### src/rtl/fjr_pkg.sv
// Package: shared types, register indexes, defaults and helpers for the feeder jam recovery block.
package fjr_pkg;

  typedef enum logic [1:0] {
    PH_IDLE     = 2'd0,
    PH_REVERSE  = 2'd1,
    PH_RECOVERY = 2'd2,
    PH_LOCKED   = 2'd3
  } phase_t;

  typedef enum logic [2:0] {
    REG_MIN_COMMAND_SPEED    = 3'd0,
    REG_STALL_SPEED_LIMIT    = 3'd1,
    REG_STALL_CURRENT_LIMIT  = 3'd2,
    REG_STARTUP_IGNORE_TICKS = 3'd3,
    REG_DETECT_TICKS         = 3'd4,
    REG_REVERSE_TICKS        = 3'd5,
    REG_RECOVERY_TICKS       = 3'd6,
    REG_MAX_RETRIES          = 3'd7
  } reg_idx_t;

  localparam int REVERSE_SPEED_DEF     = 2560;
  localparam int DIRECTION_DEF         = 1;
  localparam int CLEAN_RESET_TICKS_DEF = 500;

  localparam logic [7:0] RETRY_SAT = 8'd255;

  localparam logic [14:0] MIN_COMMAND_SPEED_RST    = 15'd256;
  localparam logic [14:0] STALL_SPEED_LIMIT_RST    = 15'd128;
  localparam logic [14:0] STALL_CURRENT_LIMIT_RST  = 15'd8000;
  localparam logic [15:0] STARTUP_IGNORE_TICKS_RST = 16'd100;
  localparam logic [15:0] DETECT_TICKS_RST         = 16'd50;
  localparam logic [15:0] REVERSE_TICKS_RST        = 16'd100;
  localparam logic [15:0] RECOVERY_TICKS_RST       = 16'd100;
  localparam logic [7:0]  MAX_RETRIES_RST          = 8'd3;

  localparam logic [15:0] CUR_SAT = 16'd32767;

  typedef struct packed {
    logic [14:0] min_command_speed;
    logic [14:0] stall_speed_limit;
    logic [14:0] stall_current_limit;
    logic [15:0] startup_ignore_ticks;
    logic [15:0] detect_ticks;
    logic [15:0] reverse_ticks;
    logic [15:0] recovery_ticks;
    logic [7:0]  max_retries;
  } cfg_t;

  typedef struct packed {
    logic               mode;
    logic signed [15:0] forward_speed;
    logic signed [15:0] measured_speed;
    logic signed [15:0] motor_current;
    logic               measure_valid;
  } item_t;

  typedef struct packed {
    logic signed [15:0] speed_command;
    phase_t             phase;
    logic               clear_loop;
    logic [7:0]         retries;
  } result_t;

  // |v| as unsigned; -32768 gives 32768
  function automatic logic [15:0] mag16(input logic signed [15:0] v);
    logic [15:0] neg;
    neg = 16'(~v) + 16'd1;
    return v[15] ? neg : v;
  endfunction

endpackage

### src/rtl/fjr_if.sv
// Interfaces: input item channel, result channel and register write channel.
interface fjr_item_if;
  logic               valid;
  logic               ready;
  logic               mode;
  logic signed [15:0] forward_speed;
  logic signed [15:0] measured_speed;
  logic signed [15:0] motor_current;
  logic               measure_valid;

  modport source (output valid, mode, forward_speed, measured_speed, motor_current,
                  measure_valid, input ready);
  modport sink   (input valid, mode, forward_speed, measured_speed, motor_current,
                  measure_valid, output ready);
endinterface

interface fjr_result_if;
  logic               valid;
  logic               ready;
  logic signed [15:0] speed_command;
  logic [1:0]         phase;
  logic               clear_loop;
  logic [7:0]         retries;

  modport source (output valid, speed_command, phase, clear_loop, retries, input ready);
  modport sink   (input valid, speed_command, phase, clear_loop, retries, output ready);
endinterface

interface fjr_cfg_if;
  logic        valid;
  logic        ready;
  logic [2:0]  index;
  logic [15:0] data;

  modport source (output valid, index, data, input ready);
  modport sink   (input valid, index, data, output ready);
endinterface

### src/rtl/fjr_cfg_regs.sv
// Configuration register file with reset defaults.
module fjr_cfg_regs
  import fjr_pkg::*;
(
  input  logic      clk,
  input  logic      rst,
  fjr_cfg_if.sink   cfg,
  output cfg_t      regs
);

  assign cfg.ready = 1'b1;

  always_ff @(posedge clk) begin
    if (rst) begin
      regs.min_command_speed    <= MIN_COMMAND_SPEED_RST;
      regs.stall_speed_limit    <= STALL_SPEED_LIMIT_RST;
      regs.stall_current_limit  <= STALL_CURRENT_LIMIT_RST;
      regs.startup_ignore_ticks <= STARTUP_IGNORE_TICKS_RST;
      regs.detect_ticks         <= DETECT_TICKS_RST;
      regs.reverse_ticks        <= REVERSE_TICKS_RST;
      regs.recovery_ticks       <= RECOVERY_TICKS_RST;
      regs.max_retries          <= MAX_RETRIES_RST;
    end else if (cfg.valid && cfg.ready) begin
      case (reg_idx_t'(cfg.index))
        REG_MIN_COMMAND_SPEED:    regs.min_command_speed    <= cfg.data[14:0];
        REG_STALL_SPEED_LIMIT:    regs.stall_speed_limit    <= cfg.data[14:0];
        REG_STALL_CURRENT_LIMIT:  regs.stall_current_limit  <= cfg.data[14:0];
        REG_STARTUP_IGNORE_TICKS: regs.startup_ignore_ticks <= cfg.data;
        REG_DETECT_TICKS:         regs.detect_ticks         <= cfg.data;
        REG_REVERSE_TICKS:        regs.reverse_ticks        <= cfg.data;
        REG_RECOVERY_TICKS:       regs.recovery_ticks       <= cfg.data;
        REG_MAX_RETRIES:          regs.max_retries          <= cfg.data[7:0];
        default: ;
      endcase
    end
  end

endmodule

### src/rtl/fjr_core.sv
// Jam detect / reverse / recovery state machine with its tick counters.
module fjr_core
  import fjr_pkg::*;
#(
  parameter int REVERSE_SPEED     = REVERSE_SPEED_DEF,
  parameter int DIRECTION         = DIRECTION_DEF,
  parameter int CLEAN_RESET_TICKS = CLEAN_RESET_TICKS_DEF
) (
  input  logic    clk,
  input  logic    rst,
  input  logic    adv,
  input  cfg_t    regs,
  input  item_t   item,
  output result_t res
);

  localparam logic signed [15:0] REV_CMD = 16'(-(REVERSE_SPEED * DIRECTION));
  localparam logic [15:0] CLEAN_LIM = 16'(CLEAN_RESET_TICKS);

  phase_t      phase_q, phase_next;
  logic [15:0] stall_count, stall_count_next;
  logic [15:0] reverse_count, reverse_count_next;
  logic [15:0] recovery_count, recovery_count_next;
  logic [15:0] startup_count, startup_count_next;
  logic [15:0] clean_count, clean_count_next;
  logic [7:0]  retry_count, retry_count_next;

  logic [15:0] fwd_mag, meas_mag, cur_mag_raw, cur_mag;
  logic        rst_tick, stalled;
  logic [15:0] stall_inc, clean_inc;
  logic signed [15:0] cmd;
  logic        clr;

  always_comb begin
    fwd_mag     = mag16(item.forward_speed);
    meas_mag    = mag16(item.measured_speed);
    cur_mag_raw = mag16(item.motor_current);
    cur_mag     = (cur_mag_raw > CUR_SAT) ? CUR_SAT : cur_mag_raw;
    rst_tick    = !item.mode || (fwd_mag < {1'b0, regs.min_command_speed});
    stalled     = item.measure_valid && (meas_mag < {1'b0, regs.stall_speed_limit})
                  && (cur_mag > {1'b0, regs.stall_current_limit});
    stall_inc   = (stall_count < regs.detect_ticks) ? stall_count + 16'd1 : stall_count;
    clean_inc   = (clean_count < CLEAN_LIM) ? clean_count + 16'd1 : clean_count;
  end

  // next state and counters
  always_comb begin
    phase_next          = phase_q;
    stall_count_next    = stall_count;
    reverse_count_next  = reverse_count;
    recovery_count_next = recovery_count;
    startup_count_next  = startup_count;
    clean_count_next    = clean_count;
    retry_count_next    = retry_count;
    if (rst_tick) begin
      phase_next          = PH_IDLE;
      stall_count_next    = '0;
      reverse_count_next  = '0;
      recovery_count_next = '0;
      startup_count_next  = '0;
      clean_count_next    = '0;
      retry_count_next    = '0;
    end else begin
      case (phase_q)
        PH_IDLE: begin
          if (startup_count < regs.startup_ignore_ticks) begin
            startup_count_next = startup_count + 16'd1;
            stall_count_next   = '0;
          end else if (stalled) begin
            clean_count_next = '0;
            stall_count_next = stall_inc;
            if (stall_inc >= regs.detect_ticks) begin
              stall_count_next    = '0;
              reverse_count_next  = '0;
              recovery_count_next = '0;
              startup_count_next  = '0;
              if (retry_count < RETRY_SAT) retry_count_next = retry_count + 8'd1;
              phase_next = PH_REVERSE;
            end
          end else begin
            stall_count_next = '0;
            clean_count_next = clean_inc;
            if (clean_inc >= CLEAN_LIM) retry_count_next = '0;
          end
        end
        PH_REVERSE: begin
          if (reverse_count < regs.reverse_ticks) begin
            reverse_count_next = reverse_count + 16'd1;
          end else begin
            reverse_count_next  = '0;
            recovery_count_next = '0;
            phase_next          = PH_RECOVERY;
          end
        end
        PH_RECOVERY: begin
          if (recovery_count < regs.recovery_ticks) begin
            recovery_count_next = recovery_count + 16'd1;
          end else if (retry_count >= regs.max_retries) begin
            phase_next = PH_LOCKED;
          end else begin
            recovery_count_next = '0;
            stall_count_next    = '0;
            startup_count_next  = '0;
            clean_count_next    = '0;
            phase_next          = PH_IDLE;
          end
        end
        default: ;
      endcase
    end
  end

  // outputs: every phase change and every reset tick clears the speed loop
  always_comb begin
    cmd = '0;
    clr = rst_tick || (phase_next != phase_q);
    if (!rst_tick) begin
      case (phase_q)
        PH_IDLE:    cmd = item.forward_speed;
        PH_REVERSE: cmd = REV_CMD;
        default:    cmd = '0;
      endcase
    end
    res.speed_command = cmd;
    res.phase         = phase_next;
    res.clear_loop    = clr;
    res.retries       = retry_count_next;
  end

  always_ff @(posedge clk) begin
    if (rst) begin
      phase_q        <= PH_IDLE;
      stall_count    <= '0;
      reverse_count  <= '0;
      recovery_count <= '0;
      startup_count  <= '0;
      clean_count    <= '0;
      retry_count    <= '0;
    end else if (adv) begin
      phase_q        <= phase_next;
      stall_count    <= stall_count_next;
      reverse_count  <= reverse_count_next;
      recovery_count <= recovery_count_next;
      startup_count  <= startup_count_next;
      clean_count    <= clean_count_next;
      retry_count    <= retry_count_next;
    end
  end

  // locked is left only by a reset tick
  a_locked_holds: assert property (@(posedge clk) disable iff (rst)
    (adv && phase_q == PH_LOCKED && !rst_tick) |=> phase_q == PH_LOCKED)
    else $error("locked phase left without reset tick");

  // counters hold while no item advances
  a_state_holds: assert property (@(posedge clk) disable iff (rst)
    !adv |=> ($stable(phase_q) && $stable(retry_count) && $stable(stall_count)))
    else $error("state changed without an item");

  // retry count only drops on a reset tick or a clean run in idle
  a_retry_drop: assert property (@(posedge clk) disable iff (rst)
    (adv && retry_count_next < retry_count) |-> (rst_tick || phase_q == PH_IDLE))
    else $error("retry count dropped outside idle");

  // stall count never exceeds the detect threshold after an update
  a_stall_bound: assert property (@(posedge clk) disable iff (rst)
    (adv && !rst_tick) |-> stall_count_next <= regs.detect_ticks
                           || stall_count_next == stall_count)
    else $error("stall count overran detect threshold");

endmodule

### src/rtl/feeder_jam_recovery_top.sv
// Top level: input register, jam recovery core, result register and configuration port.
//
// Feeder jam recovery block.
// Channels (valid/ready, a request moves when both are high at a rising edge):
//   item   - one control tick: mode, forward_speed, measured_speed,
//            motor_current, measure_valid.
//   result - one result per tick: speed_command, phase, clear_loop, retries.
//   cfg    - register writes (index 0..7, data); always ready. Write only while
//            the block is idle with no request in flight.
// Path: a request taken in sits in the input register, is evaluated by the
// state machine and its result lands in the result register once that one is
// free or drained, visible from then on.
// Throughput: one request per clock while the result side takes results, set
// by the single state update per tick between the input and result registers.
// Stall: when the result side holds ready low, the result register holds, the
// input register fills and then item.ready drops; nothing is lost or repeated.
// Reset (rst, synchronous, active high): phase idle, all counters and the
// retry count cleared, registers back to their defaults, both stages empty.
module feeder_jam_recovery_top
  import fjr_pkg::*;
#(
  parameter int REVERSE_SPEED     = REVERSE_SPEED_DEF,
  parameter int DIRECTION         = DIRECTION_DEF,
  parameter int CLEAN_RESET_TICKS = CLEAN_RESET_TICKS_DEF
) (
  input  logic          clk,
  input  logic          rst,
  fjr_item_if.sink      item,
  fjr_result_if.source  result,
  fjr_cfg_if.sink       cfg
);

  cfg_t    regs;
  item_t   item_q;
  logic    item_valid_q;
  result_t res_comb;
  result_t res_q;
  logic    res_valid_q;
  logic    adv;

  fjr_cfg_regs u_cfg_regs (
    .clk  (clk),
    .rst  (rst),
    .cfg  (cfg),
    .regs (regs)
  );

  // input stage moves into the result register when that one is free or drained
  assign adv        = item_valid_q && (!res_valid_q || result.ready);
  assign item.ready = !item_valid_q || adv;

  always_ff @(posedge clk) begin
    if (rst) begin
      item_valid_q <= 1'b0;
    end else if (item.ready) begin
      item_valid_q <= item.valid;
    end
  end

  always_ff @(posedge clk) begin
    if (item.ready && item.valid) begin
      item_q.mode           <= item.mode;
      item_q.forward_speed  <= item.forward_speed;
      item_q.measured_speed <= item.measured_speed;
      item_q.motor_current  <= item.motor_current;
      item_q.measure_valid  <= item.measure_valid;
    end
  end

  fjr_core #(
    .REVERSE_SPEED     (REVERSE_SPEED),
    .DIRECTION         (DIRECTION),
    .CLEAN_RESET_TICKS (CLEAN_RESET_TICKS)
  ) u_core (
    .clk  (clk),
    .rst  (rst),
    .adv  (adv),
    .regs (regs),
    .item (item_q),
    .res  (res_comb)
  );

  always_ff @(posedge clk) begin
    if (rst) begin
      res_valid_q <= 1'b0;
    end else if (adv) begin
      res_valid_q <= 1'b1;
    end else if (result.ready) begin
      res_valid_q <= 1'b0;
    end
  end

  always_ff @(posedge clk) begin
    if (adv) begin
      res_q <= res_comb;
    end
  end

  assign result.valid         = res_valid_q;
  assign result.speed_command = res_q.speed_command;
  assign result.phase         = res_q.phase;
  assign result.clear_loop    = res_q.clear_loop;
  assign result.retries       = res_q.retries;

endmodule

### src/flat_wrapper.sv
// flat-port wrapper written by rule: the top's interface ports become plain ports
module feeder_jam_recovery_top_flat import fjr_pkg::*;
#(
  parameter int REVERSE_SPEED     = REVERSE_SPEED_DEF,
  parameter int DIRECTION         = DIRECTION_DEF,
  parameter int CLEAN_RESET_TICKS = CLEAN_RESET_TICKS_DEF
)
  (clk, rst, item_valid, item_mode, item_forward_speed, item_measured_speed, item_motor_current, item_measure_valid, item_ready, result_valid, result_speed_command, result_phase, result_clear_loop, result_retries, result_ready, cfg_valid, cfg_index, cfg_data, cfg_ready);
  fjr_item_if item_i ();
  fjr_result_if result_i ();
  fjr_cfg_if cfg_i ();
  input  logic clk;
  input  logic rst;
  input wire logic [$bits(item_i.valid)-1:0] item_valid;
  input wire logic [$bits(item_i.mode)-1:0] item_mode;
  input wire logic [$bits(item_i.forward_speed)-1:0] item_forward_speed;
  input wire logic [$bits(item_i.measured_speed)-1:0] item_measured_speed;
  input wire logic [$bits(item_i.motor_current)-1:0] item_motor_current;
  input wire logic [$bits(item_i.measure_valid)-1:0] item_measure_valid;
  output wire logic [$bits(item_i.ready)-1:0] item_ready;
  output wire logic [$bits(result_i.valid)-1:0] result_valid;
  output wire logic [$bits(result_i.speed_command)-1:0] result_speed_command;
  output wire logic [$bits(result_i.phase)-1:0] result_phase;
  output wire logic [$bits(result_i.clear_loop)-1:0] result_clear_loop;
  output wire logic [$bits(result_i.retries)-1:0] result_retries;
  input wire logic [$bits(result_i.ready)-1:0] result_ready;
  input wire logic [$bits(cfg_i.valid)-1:0] cfg_valid;
  input wire logic [$bits(cfg_i.index)-1:0] cfg_index;
  input wire logic [$bits(cfg_i.data)-1:0] cfg_data;
  output wire logic [$bits(cfg_i.ready)-1:0] cfg_ready;
  assign item_i.valid = item_valid;
  assign item_i.mode = item_mode;
  assign item_i.forward_speed = item_forward_speed;
  assign item_i.measured_speed = item_measured_speed;
  assign item_i.motor_current = item_motor_current;
  assign item_i.measure_valid = item_measure_valid;
  assign item_ready = item_i.ready;
  assign result_valid = result_i.valid;
  assign result_speed_command = result_i.speed_command;
  assign result_phase = result_i.phase;
  assign result_clear_loop = result_i.clear_loop;
  assign result_retries = result_i.retries;
  assign result_i.ready = result_ready;
  assign cfg_i.valid = cfg_valid;
  assign cfg_i.index = cfg_index;
  assign cfg_i.data = cfg_data;
  assign cfg_ready = cfg_i.ready;
  feeder_jam_recovery_top #(.REVERSE_SPEED(REVERSE_SPEED), .DIRECTION(DIRECTION), .CLEAN_RESET_TICKS(CLEAN_RESET_TICKS)) u_core (.clk(clk), .rst(rst), .item(item_i), .result(result_i), .cfg(cfg_i));
endmodule
### config.mk
export PLATFORM = sky130hd
export DESIGN_NAME = feeder_jam_recovery_top_flat
export DESIGN_NICKNAME = d
export VERILOG_FILES = /design/src/rtl/fjr_pkg.sv /design/src/rtl/fjr_if.sv /design/src/rtl/fjr_cfg_regs.sv /design/src/rtl/fjr_core.sv /design/src/rtl/feeder_jam_recovery_top.sv /design/src/flat_wrapper.sv
export SDC_FILE = /design/constraint.sdc
export NUM_CORES = 1
export LEC_CHECK = 0
export BUFFER_PORTS_ARGS = -buffer_cell sky130_fd_sc_hd__buf_4
export CORE_UTILIZATION = 45
export CTS_BUF_LIST = sky130_fd_sc_hd__clkbuf_8
export DETAILED_ROUTE_END_ITERATION = 10
export PLACE_DENSITY = 0.75
export SLEW_MARGIN = 20
export SYNTH_ARGS = -nofsm -noshare
export SYNTH_HDL_FRONTEND = slang
export SYNTH_SLANG_ARGS = --single-unit
### constraint.sdc
create_clock -name clk -period 4.04 [get_ports clk]
set_input_delay 0.202 -clock clk [delete_from_list [all_inputs] [get_ports clk]]
set_output_delay 0.202 -clock clk [all_outputs]
set_load 0.02 [all_outputs]
==> results of run 1 <==
==> placed cells by master, fill, tap and decap left out, drive strengths merged, types with 18 or more instances in the layout <==
| cell | Yosys | routed |
|---|---|---|
| nand4 | 19 | 19 |
| edfxtp | 77 | 77 |
| dlygate4sd3 | 0 | 69 |
| buf | 18 | 273 |
| nor3 | 35 | 35 |
| and2 | 24 | 24 |
| o21ai | 76 | 76 |
| nand3 | 54 | 54 |
| dfxtp | 209 | 209 |
| nor2 | 72 | 73 |
| and3 | 22 | 22 |
| ha | 136 | 136 |
| a21o | 35 | 35 |
| clkbuf | 51 | 63 |
| xnor2 | 41 | 41 |
| o31ai | 39 | 39 |
| inv | 136 | 149 |
| or3 | 23 | 23 |
| a21oi | 151 | 151 |
| o211ai | 32 | 32 |
| nor4 | 18 | 18 |
| nand2 | 357 | 357 |
==> stage by stage <==
| step | cells | worst slack [ns] | hold WS [ns] | instance area [µm²] | utilization (%) |
|---|---|---|---|---|---|
| finish | 2646 | -0.169 | 0.107 | 20700 | 59.9 |
| global route | 2646 | -0.330 | 0.132 | 20700 | 59.9 |
| global placement | 2435 | -0.213 | 0.380 | 17800 | 51.5 |
| CTS | 2629 | -0.0294 | 0.101 | 20000 | 58.0 |
| detailed placement | 2435 | -0.339 | 0.381 | 17800 | 51.5 |
| floorplan | 1823 | -0.00108 | 0.301 | 15800 | - |
==> critical path, cell delays in order, from the launching register on <==
cell	delay, ns
dfxtp_2	0.31
inv_2	0.06
ha_4	0.19
a21o_1	0.15
a21o_1	0.16
a211oi_2	0.24
o21ai_2	0.13
a21oi_2	0.17
nand4_1	0.16
xnor2_1	0.21
ha_1	0.22
or4_4	0.53
a21oi_2	0.13
o21ai_1	0.11
a221oi_2	0.31
buf_6	0.20
nand2_2	0.06
buf_4	0.14
nor4_4	0.31
buf_4	0.22
a22o_1	0.13
==> flip-flops by register name, summed over array words and instances, names as in the netlist, 2 cells and up <==
name and count:
u_core.u_core.clean_count 16, u_core.u_core.recovery_count 16, u_core.u_core.startup_count 16, u_core.u_core.reverse_count 16
u_core.u_core.retry_count 8, u_core.u_core.phase_q 2, u_core.item_q 50, u_core.u_cfg_regs.regs 117
u_core.result.speed_command 16, u_core.result.retries 8, u_core.result.phase 2, u_core.u_core.stall_count 16
==> layout make-up <==
type | instances | share of cell area (%)
flip-flops and latches | 286 | 31.5
well taps | 455 | 2.75
clock inverters | 29 | 0.938
diodes | 1 | 0.0121
multi-input cells | 1333 | 44.4
clock buffers | 63 | 4.19
repair buffers | 342 | 13.7
inverters | 137 | 2.49
==> report_power, final <==
part | switching [W] | internal [W] | leakage, nW
Combinational | 0.000501 | 0.000388 | 5.36
Sequential | 0.0000470 | 0.00303 | 2.44
Clock | 0.00127 | 0.00155 | 0.604
Total | 0.00181 | 0.00496 | 8.40
==> kinds of logic (layout without fill, tap and decap cells) <==
family | Yosys count | after routing | share of synthesized area (%)
compound gates | 449 | 450 | 19.0
xor+xnor | 56 | 56 | 3.11
fa+ha+maj | 136 | 136 | 10.8
buf+inv | 206 | 571 | 5.14
flops | 286 | 286 | 41.2
mux | 1 | 1 | 0.0635
other cells | 1 | 2 | 0.0238
simple gates | 688 | 689 | 20.7
==> repair_timing <==
action | in CTS | in global routing
pin swaps | 29 | 49
resized for setup | 57 | 133
setup endpoints to repair | 99 | 99
hold buffers | 69 | 0
hold endpoints to repair | 168 | 0
setup buffers | 31 | 15
cloned | 2 | 1
==> per-layer routing <==
metal / track usage (%) / up-vias / share of wire [%]
li1: - / 7134 / -
met1: 30.9 / 7048 / 41
met2: 43.1 / 539 / 49
met3: 3.87 / 128 / 6.5
met4: 11.7 / 0 / 3.5
met5: 0 / - / 0
==> path summary, 6_finish.rpt <==
path	start	endpoint	slack, ns	cells past startpoint
min	cfg_index[1]	u_core.u_cfg_regs.regs[59]	0.11	5
max reg2reg	u_core.u_cfg_regs.regs[45]	u_core.u_core.stall_count[15]	-0.17	20
max	u_core.u_cfg_regs.regs[45]	u_core.u_core.stall_count[15]	-0.17	20
min reg2reg	u_core.u_core.clean_count[14]	u_core.u_core.clean_count[14]	0.45	1
==> tab_implementation.tex, run 1 <==
\begin{tabular}{lr}
\hline
Metric & Value \\
\hline
\multicolumn{2}{l}{\textbf{Logic synthesis}} \\
Synthesized instance count & 1,823 \\
Ys async rst share & 0\% \\
Yosys warnings & 0 \\
Area fraction of the dominant cell type after synthesis & 26.5\% \\
Most common flop cell mapped by yosys & dfxtp\_1 \\
Largest cells by area after synthesis & dfxtp\_1 (27\%), edfxtp\_1 (15\%), ha\_1 (11\%) \\
Post-Synthesis Net Count & 2,033 \\
Part of the Yosys area used for sequential elements & 41.2\% \\
Most frequently used cell type in the post-synthesis netlist & nand2\_1 \\
FF+latch count, synth & 286 \\
Cell type with the largest total area after synthesis & dfxtp\_1 \\
Avg Cell Area, Syn & 8.65 µm² \\
Number of synthesized flops with an enable pin & 77 \\
Distinct cells, synth & 87 \\
Netlist Area Pre-Place & 15,800 µm² \\
Synth cell count leaders & nand2\_1 (356), dfxtp\_1 (209), a21oi\_1 (150), ha\_1 (136), inv\_1 (136) \\
\multicolumn{2}{l}{\textbf{Die}} \\
Starting density of the core & 45.7\% \\
Die Y-Extent & 189 µm \\
Width of the die & 189 µm \\
Number of top-level pins & 104 \\
Number of standard-cell rows in the floorplan & 68 \\
Total die area & 35,800 µm² \\
Core Region & 34,500 µm² \\
\multicolumn{2}{l}{\textbf{STA}} \\
Count of pins over their slew limit & 0 \\
Final hold violations & 0 \\
Final setup vio count & 79 \\
Clock period minus worst slack & 4.21 ns \\
Slew margin rel. & 37.1\% \\
RSZ-0062 raised after global routing & yes \\
Post-layout worst setup margin & -0.169 ns \\
Worst clock skew & 0.0241 ns \\
Period utilisation layout & 104\% \\
Final-layout setup total negative slack & -6.79 ns \\
Fmax & 238 MHz \\
Slew @ Worst Pin & 0.943 ns \\
\multicolumn{2}{l}{\textbf{Run status}} \\
Outcome & finished, violations left \\
Violations in the final reports & setup timing \\
\multicolumn{2}{l}{\textbf{Job}} \\
Number of maximum-capacitance violations & 0 \\
\multicolumn{2}{l}{\textbf{Detailed routing}} \\
Total detailed-routing wirelength & 46,400 µm \\
Residual antenna-violating net count after detailed routing & 0 \\
Overall via count from detail\_route & 14,800 \\
Number of vias per cell after detailed routing & 5.61 \\
Initial DRC Count & 1,177 \\
DRT Pass-1 Iters & 5 \\
Residual DRC count & 0 \\
Routed len/inst & 17.5 µm \\
\multicolumn{2}{l}{\textbf{Worst setup path}} \\
Type of element capturing the critical path & flop \\
Crit Path Max Fanout & 6 \\
Nature of the critical path startpoint & flop \\
Critical path data required time & 4.58 ns \\
Critical path class & flop to flop \\
Arrival time of the worst setup path & 4.74 ns \\
\multicolumn{2}{l}{\textbf{Global routing}} \\
Total global routing track utilization & 25.1\% \\
First-pass GRT wire length & 72,500 µm \\
Final global-route overflow total & 0 \\
Antenna violations before repair & 1 \\
Via count of the first global-routing pass & 14,600 \\
Largest net degree at the start of global routing & 82 \\
\multicolumn{2}{l}{\textbf{Cells and area}} \\
Layout overhead on the synthesized area & 31.1\% \\
\# nets final & 2,359 \\
Proportion of layout cells with a drive suffix above 1 & 23.6\% \\
FF+latch area & 6500 µm² \\
Total area of multi-input combinational cells & 9180 µm² \\
Fill cells & 2,852 \\
\multicolumn{2}{l}{\textbf{Power}} \\
Worst IR Drop VDD & 0.278 mV \\
Leakage Power & 8.40 nW \\
Overall Power & 0.00677 W \\
Pwr Density & 328 nW/µm² \\
\multicolumn{2}{l}{\textbf{CTS}} \\
Buffer depth of the longest clock path & 3 \\
CTS tree & done \\
Number of buffers created by CTS & 49 \\
Count of H-tree levels built during CTS & 2 \\
Clock slew seen by the registers of the worst setup and hold paths & 0.07 ns \\
Sinks on the clock net & 286 \\
Cell at the root of the clock tree & clkbuf\_8 \\
Clock latency of the later-clocked register in the worst-skew pair & 0.60 ns \\
\multicolumn{2}{l}{\textbf{Place}} \\
Half-perimeter wire length of the detailed placement result & 29,600 µm \\
Routability congestion estimate & 0.883 \\
Port buffer count & 102 \\
\multicolumn{2}{l}{\textbf{Worst hold path}} \\
Class of the tightest hold or removal check & primary input to flop \\
\hline
\end{tabular}
Note: power is estimated with default switching activity, not from simulation.
==> run 2, diff against run 1 <==
- CORE_ASPECT_RATIO: not set -> 1.75
==> run 2 against run 1 <==
  * The run still ends with setup timing left
  * Clock skew increased by 0.0030 ns
  * Setup slack got worse by 0.24 ns
  * Critical path depth unchanged
  * Clock-buffer cell count decreased by 10
  * Non-clock buffer count decreased by 22
  * Critical path type unchanged
  * Highest routed layer unchanged
==> tab_implementation.tex, run 2 (synthesized netlist as in run 1, its figures left out) <==
\begin{tabular}{lr}
\hline
Metric & Value \\
\hline
\multicolumn{2}{l}{\textbf{STA}} \\
Count of pins over their slew limit & 0 (unchanged) \\
Slew @ Worst Pin & 0.900 ns (was 0.943 ns) \\
Post-layout worst setup margin & -0.412 ns (was -0.169 ns) \\
Final setup vio count & 99 (was 79) \\
Fmax & 225 MHz (was 238 MHz) \\
RSZ-0062 raised after global routing & yes (unchanged) \\
Final hold violations & 0 (unchanged) \\
Worst clock skew & 0.0270 ns (was 0.0241 ns) \\
Period utilisation layout & 110\% (was 104\%) \\
Clock period minus worst slack & 4.45 ns (was 4.21 ns) \\
Slew margin rel. & 39.5\% (was 37.1\%) \\
\multicolumn{2}{l}{\textbf{Cells and area}} \\
Fin area & 20,400 µm² (was 20,700 µm²) \\
Final std cells w/o fill & 2,615 (was 2,646) \\
Largest regs & u\_core.u\_cfg\_regs.regs (117), u\_core.item\_q (50) (unchanged) \\
Largest register by flop count & u\_core.u\_cfg\_regs.regs (unchanged) \\
FF+latch area & 6500 µm² (about the same) \\
Layout overhead on the synthesized area & 29.5\% (was 31.1\%) \\
Fill cells & 2,906 (was 2,852) \\
Commonest non-fill, non-tap cell in the layout & nand2\_1 (unchanged) \\
Proportion of layout cells with a drive suffix above 1 & 22.2\% (was 23.6\%) \\
Total area of multi-input combinational cells & 9210 µm² (was 9180 µm²) \\
Number of flip-flops in the largest register & 117 (unchanged) \\
\# nets final & 2,330 (was 2,359) \\
Commonest cells after routing, fill and taps aside & nand2\_1 (342), buf\_4 (231), dfxtp\_1 (205), inv\_1 (143), a21oi\_1 (131) (was nand2\_1 (347), buf\_4 (255), dfxtp\_1 (203), inv\_1 (142), a21oi\_1 (134)) \\
\multicolumn{2}{l}{\textbf{Job}} \\
Number of maximum-capacitance violations & 0 (unchanged) \\
\multicolumn{2}{l}{\textbf{Detailed routing}} \\
Overall via count from detail\_route & 14,700 (was 14,800) \\
Residual DRC count & 0 (unchanged) \\
DRT Pass-1 Iters & 5 (unchanged) \\
Number of vias per cell after detailed routing & 5.63 (was 5.61) \\
Total detailed-routing wirelength & 46,100 µm (was 46,400 µm) \\
Initial DRC Count & 729 (was 1,177) \\
Residual antenna-violating net count after detailed routing & 0 (unchanged) \\
Routed len/inst & 17.6 µm (was 17.5 µm) \\
\multicolumn{2}{l}{\textbf{Global routing}} \\
Total global routing track utilization & 25.7\% (was 25.1\%) \\
Via count of the first global-routing pass & 14,900 (was 14,600) \\
Largest net degree at the start of global routing & 51 (was 82) \\
First-pass GRT wire length & 72,700 µm (was 72,500 µm) \\
Antenna violations before repair & 1 (unchanged) \\
Final global-route overflow total & 0 (unchanged) \\
\multicolumn{2}{l}{\textbf{CTS}} \\
Count of H-tree levels built during CTS & 2 (unchanged) \\
Buffer depth of the longest clock path & 3 (unchanged) \\
Clock latency of the later-clocked register in the worst-skew pair & 0.59 ns (was 0.60 ns) \\
Clock slew seen by the registers of the worst setup and hold paths & 0.06 ns (was 0.07 ns) \\
Number of buffers created by CTS & 43 (was 49) \\
Cell at the root of the clock tree & clkbuf\_8 (unchanged) \\
Sinks on the clock net & 286 (unchanged) \\
CTS tree & done (unchanged) \\
\multicolumn{2}{l}{\textbf{Place}} \\
Port buffer count & 102 (unchanged) \\
Worst setup timing slack at the placement stage & -0.661 ns (was -0.339 ns) \\
Routability congestion estimate & 0.922 (was 0.883) \\
Placed Cells & 2,434 (was 2,435) \\
Half-perimeter wire length of the detailed placement result & 31,600 µm (was 29,600 µm) \\
Post-place instance area & 17,800 µm² (about the same) \\
\multicolumn{2}{l}{\textbf{Worst setup path}} \\
Type of element capturing the critical path & flop (unchanged) \\
Crit Path Max Fanout & 8 (was 6) \\
Critical path data required time & 4.56 ns (was 4.58 ns) \\
Arrival time of the worst setup path & 4.97 ns (was 4.74 ns) \\
Critical path, cell by cell & ha\_4 -> a21o\_1 -> a21o\_1 -> a211oi\_2 -> o21ai\_2 -> a21o\_4 -> nor3\_1 -> xor2\_1 -> ha\_1 -> and4\_1 -> buf\_4 -> buf\_4 -> a221oi\_4 -> buf\_12 -> nor3\_4 -> buf\_6 -> a211oi\_4 -> buf\_4 -> a21oi\_1 -> o21ai\_0 (was inv\_2 -> ha\_4 -> a21o\_1 -> a21o\_1 -> a211oi\_2 -> o21ai\_2 -> a21oi\_2 -> nand4\_1 -> xnor2\_1 -> ha\_1 -> or4\_4 -> a21oi\_2 -> o21ai\_1 -> a221oi\_2 -> buf\_6 -> nand2\_2 -> buf\_4 -> nor4\_4 -> buf\_4 -> a22o\_1) \\
Max incr delay on CP & 0.34 ns (was 0.53 ns) \\
Nature of the critical path startpoint & flop (unchanged) \\
Most prevalent standard cell on the critical path & buf\_4 \\
CP max-delay cell & dfxtp\_2 (was or4\_4) \\
Critical path class & flop to flop (unchanged) \\
\multicolumn{2}{l}{\textbf{Power}} \\
Total net switching power & 0.00174 W (was 0.00181 W) \\
Pwr Density & 317 nW/µm² (was 328 nW/µm²) \\
Internal portion of total power & 0.00473 W (was 0.00496 W) \\
Clock network fraction of design power & 38.9\% (was 41.5\%) \\
Overall Power & 0.00647 W (was 0.00677 W) \\
Comb power frac & 13.6\% (was 13.1\%) \\
Proportion of power drawn by flip-flops and latches & 47.5\% (was 45.4\%) \\
Net switching share of the total power & 27.0\% (was 26.8\%) \\
Leakage Power & 8.20 nW (was 8.40 nW) \\
Worst IR Drop VDD & 0.335 mV (was 0.278 mV) \\
\multicolumn{2}{l}{\textbf{Die}} \\
Number of standard-cell rows in the floorplan & 90 (was 68) \\
Number of top-level pins & 104 (unchanged) \\
Die Y-Extent & 250 µm (was 189 µm) \\
Width of the die & 144 µm (was 189 µm) \\
Starting density of the core & 45.8\% (was 45.7\%) \\
Total die area & 35,800 µm² (about the same) \\
Core Region & 34,500 µm² (about the same) \\
\multicolumn{2}{l}{\textbf{Worst hold path}} \\
Class of the tightest hold or removal check & primary input to flop (unchanged) \\
\multicolumn{2}{l}{\textbf{Run status}} \\
Violations in the final reports & setup timing (unchanged) \\
Outcome & finished, violations left (unchanged) \\
\hline
\end{tabular}
==> run 2: changes by cell type in the layout (fill, tap and decap cells not counted), sizes merged <==
cell	previous run	this run
buf	273	251
clkbuf	63	53
clkinvlp	0	1
inv	149	144
clkinv	15	16
o221a	3	2
==> run 2: repair_timing <==
item                                    4_1_cts  5_1_grt
endpoints found under the setup margin       99       99
resized for setup                           109       76
hold endpoints to repair                    168        0
pin swaps                                    68       57
gates cloned                                  3        2
hold buffers                                 69        0
setup buffers                                14       15
==> run 2: stage by stage <==
step | setup TNS (ns) | utilization (%) | hold slack (ns)
floorplan | -0.00108 | - | 0.301
global placement | -34.13 | 51.5 | 0.380
detailed placement | -39.97 | 51.5 | 0.381
CTS | -7.73 | 58.0 | 0.0710
global route | -33.36 | 59.3 | 0.0776
finish | -24.58 | 59.3 | 0.0633
==> run 2: critical path: cells and delay by family (launching register included) <==
family | cells | cell delay, ns
AND/OR/NAND/NOR | 3 | 0.59
AO/OA/AOI/OAI | 9 | 1.87
buffers and inverters | 5 | 0.76
flip-flops | 1 | 0.34
XOR/XNOR | 1 | 0.26
adder cells (fa/ha/maj) | 2 | 0.53
==> run 2: area by class of cell <==
class                      instances  share of cell area (%)
clock inverter                    26                   0.809
inverter                         137                    2.52
timing repair buffer             320                    13.3
antenna                            1                  0.0123
sequential                       286                    31.8
clock buffer                      53                    3.57
tap                              460                    2.82
multi-input combinational       1332                    45.1
==> run 2: final timing paths <==
check                                    end  cells past startpoint  slack (ns)                    startpoint
max          u_core.u_core.reverse_count[15]                     20       -0.41  u_core.u_core.stall_count[5]
min               u_core.u_cfg_regs.regs[53]                      4        0.06                  cfg_index[0]
max reg2reg  u_core.u_core.reverse_count[15]                     20       -0.41  u_core.u_core.stall_count[5]
min reg2reg       u_core.u_cfg_regs.regs[33]                      2        0.45    u_core.u_cfg_regs.regs[33]
==> run 2: layer usage <==
layer  vias to the layer above  wire length (µm)  track usage (%)
met2                       490             24400             47.6
met3                       202              2120             3.78
met5                         -                 0                0
li1                       7070                 -                -
met4                         0              3300             18.4
met1                      6957             16300             25.5
==> run 2: power by group through the flow <==
| stage | sequential [W] | clock (W) | combinational [W] |
|---|---|---|---|
| 4_1_cts | 0.00307 | 0.00255 | 0.000835 |
| 3_5_place_dp | 0.00313 | 0 | 0.000720 |
| 6_report | 0.00307 | 0.00252 | 0.000883 |
| 2_1_floorplan | 0.00314 | 0 | 0.000403 |
| 5_1_grt | 0.00308 | 0.00267 | 0.000951 |
| 3_3_place_gp | 0.00313 | 0 | 0.000700 |
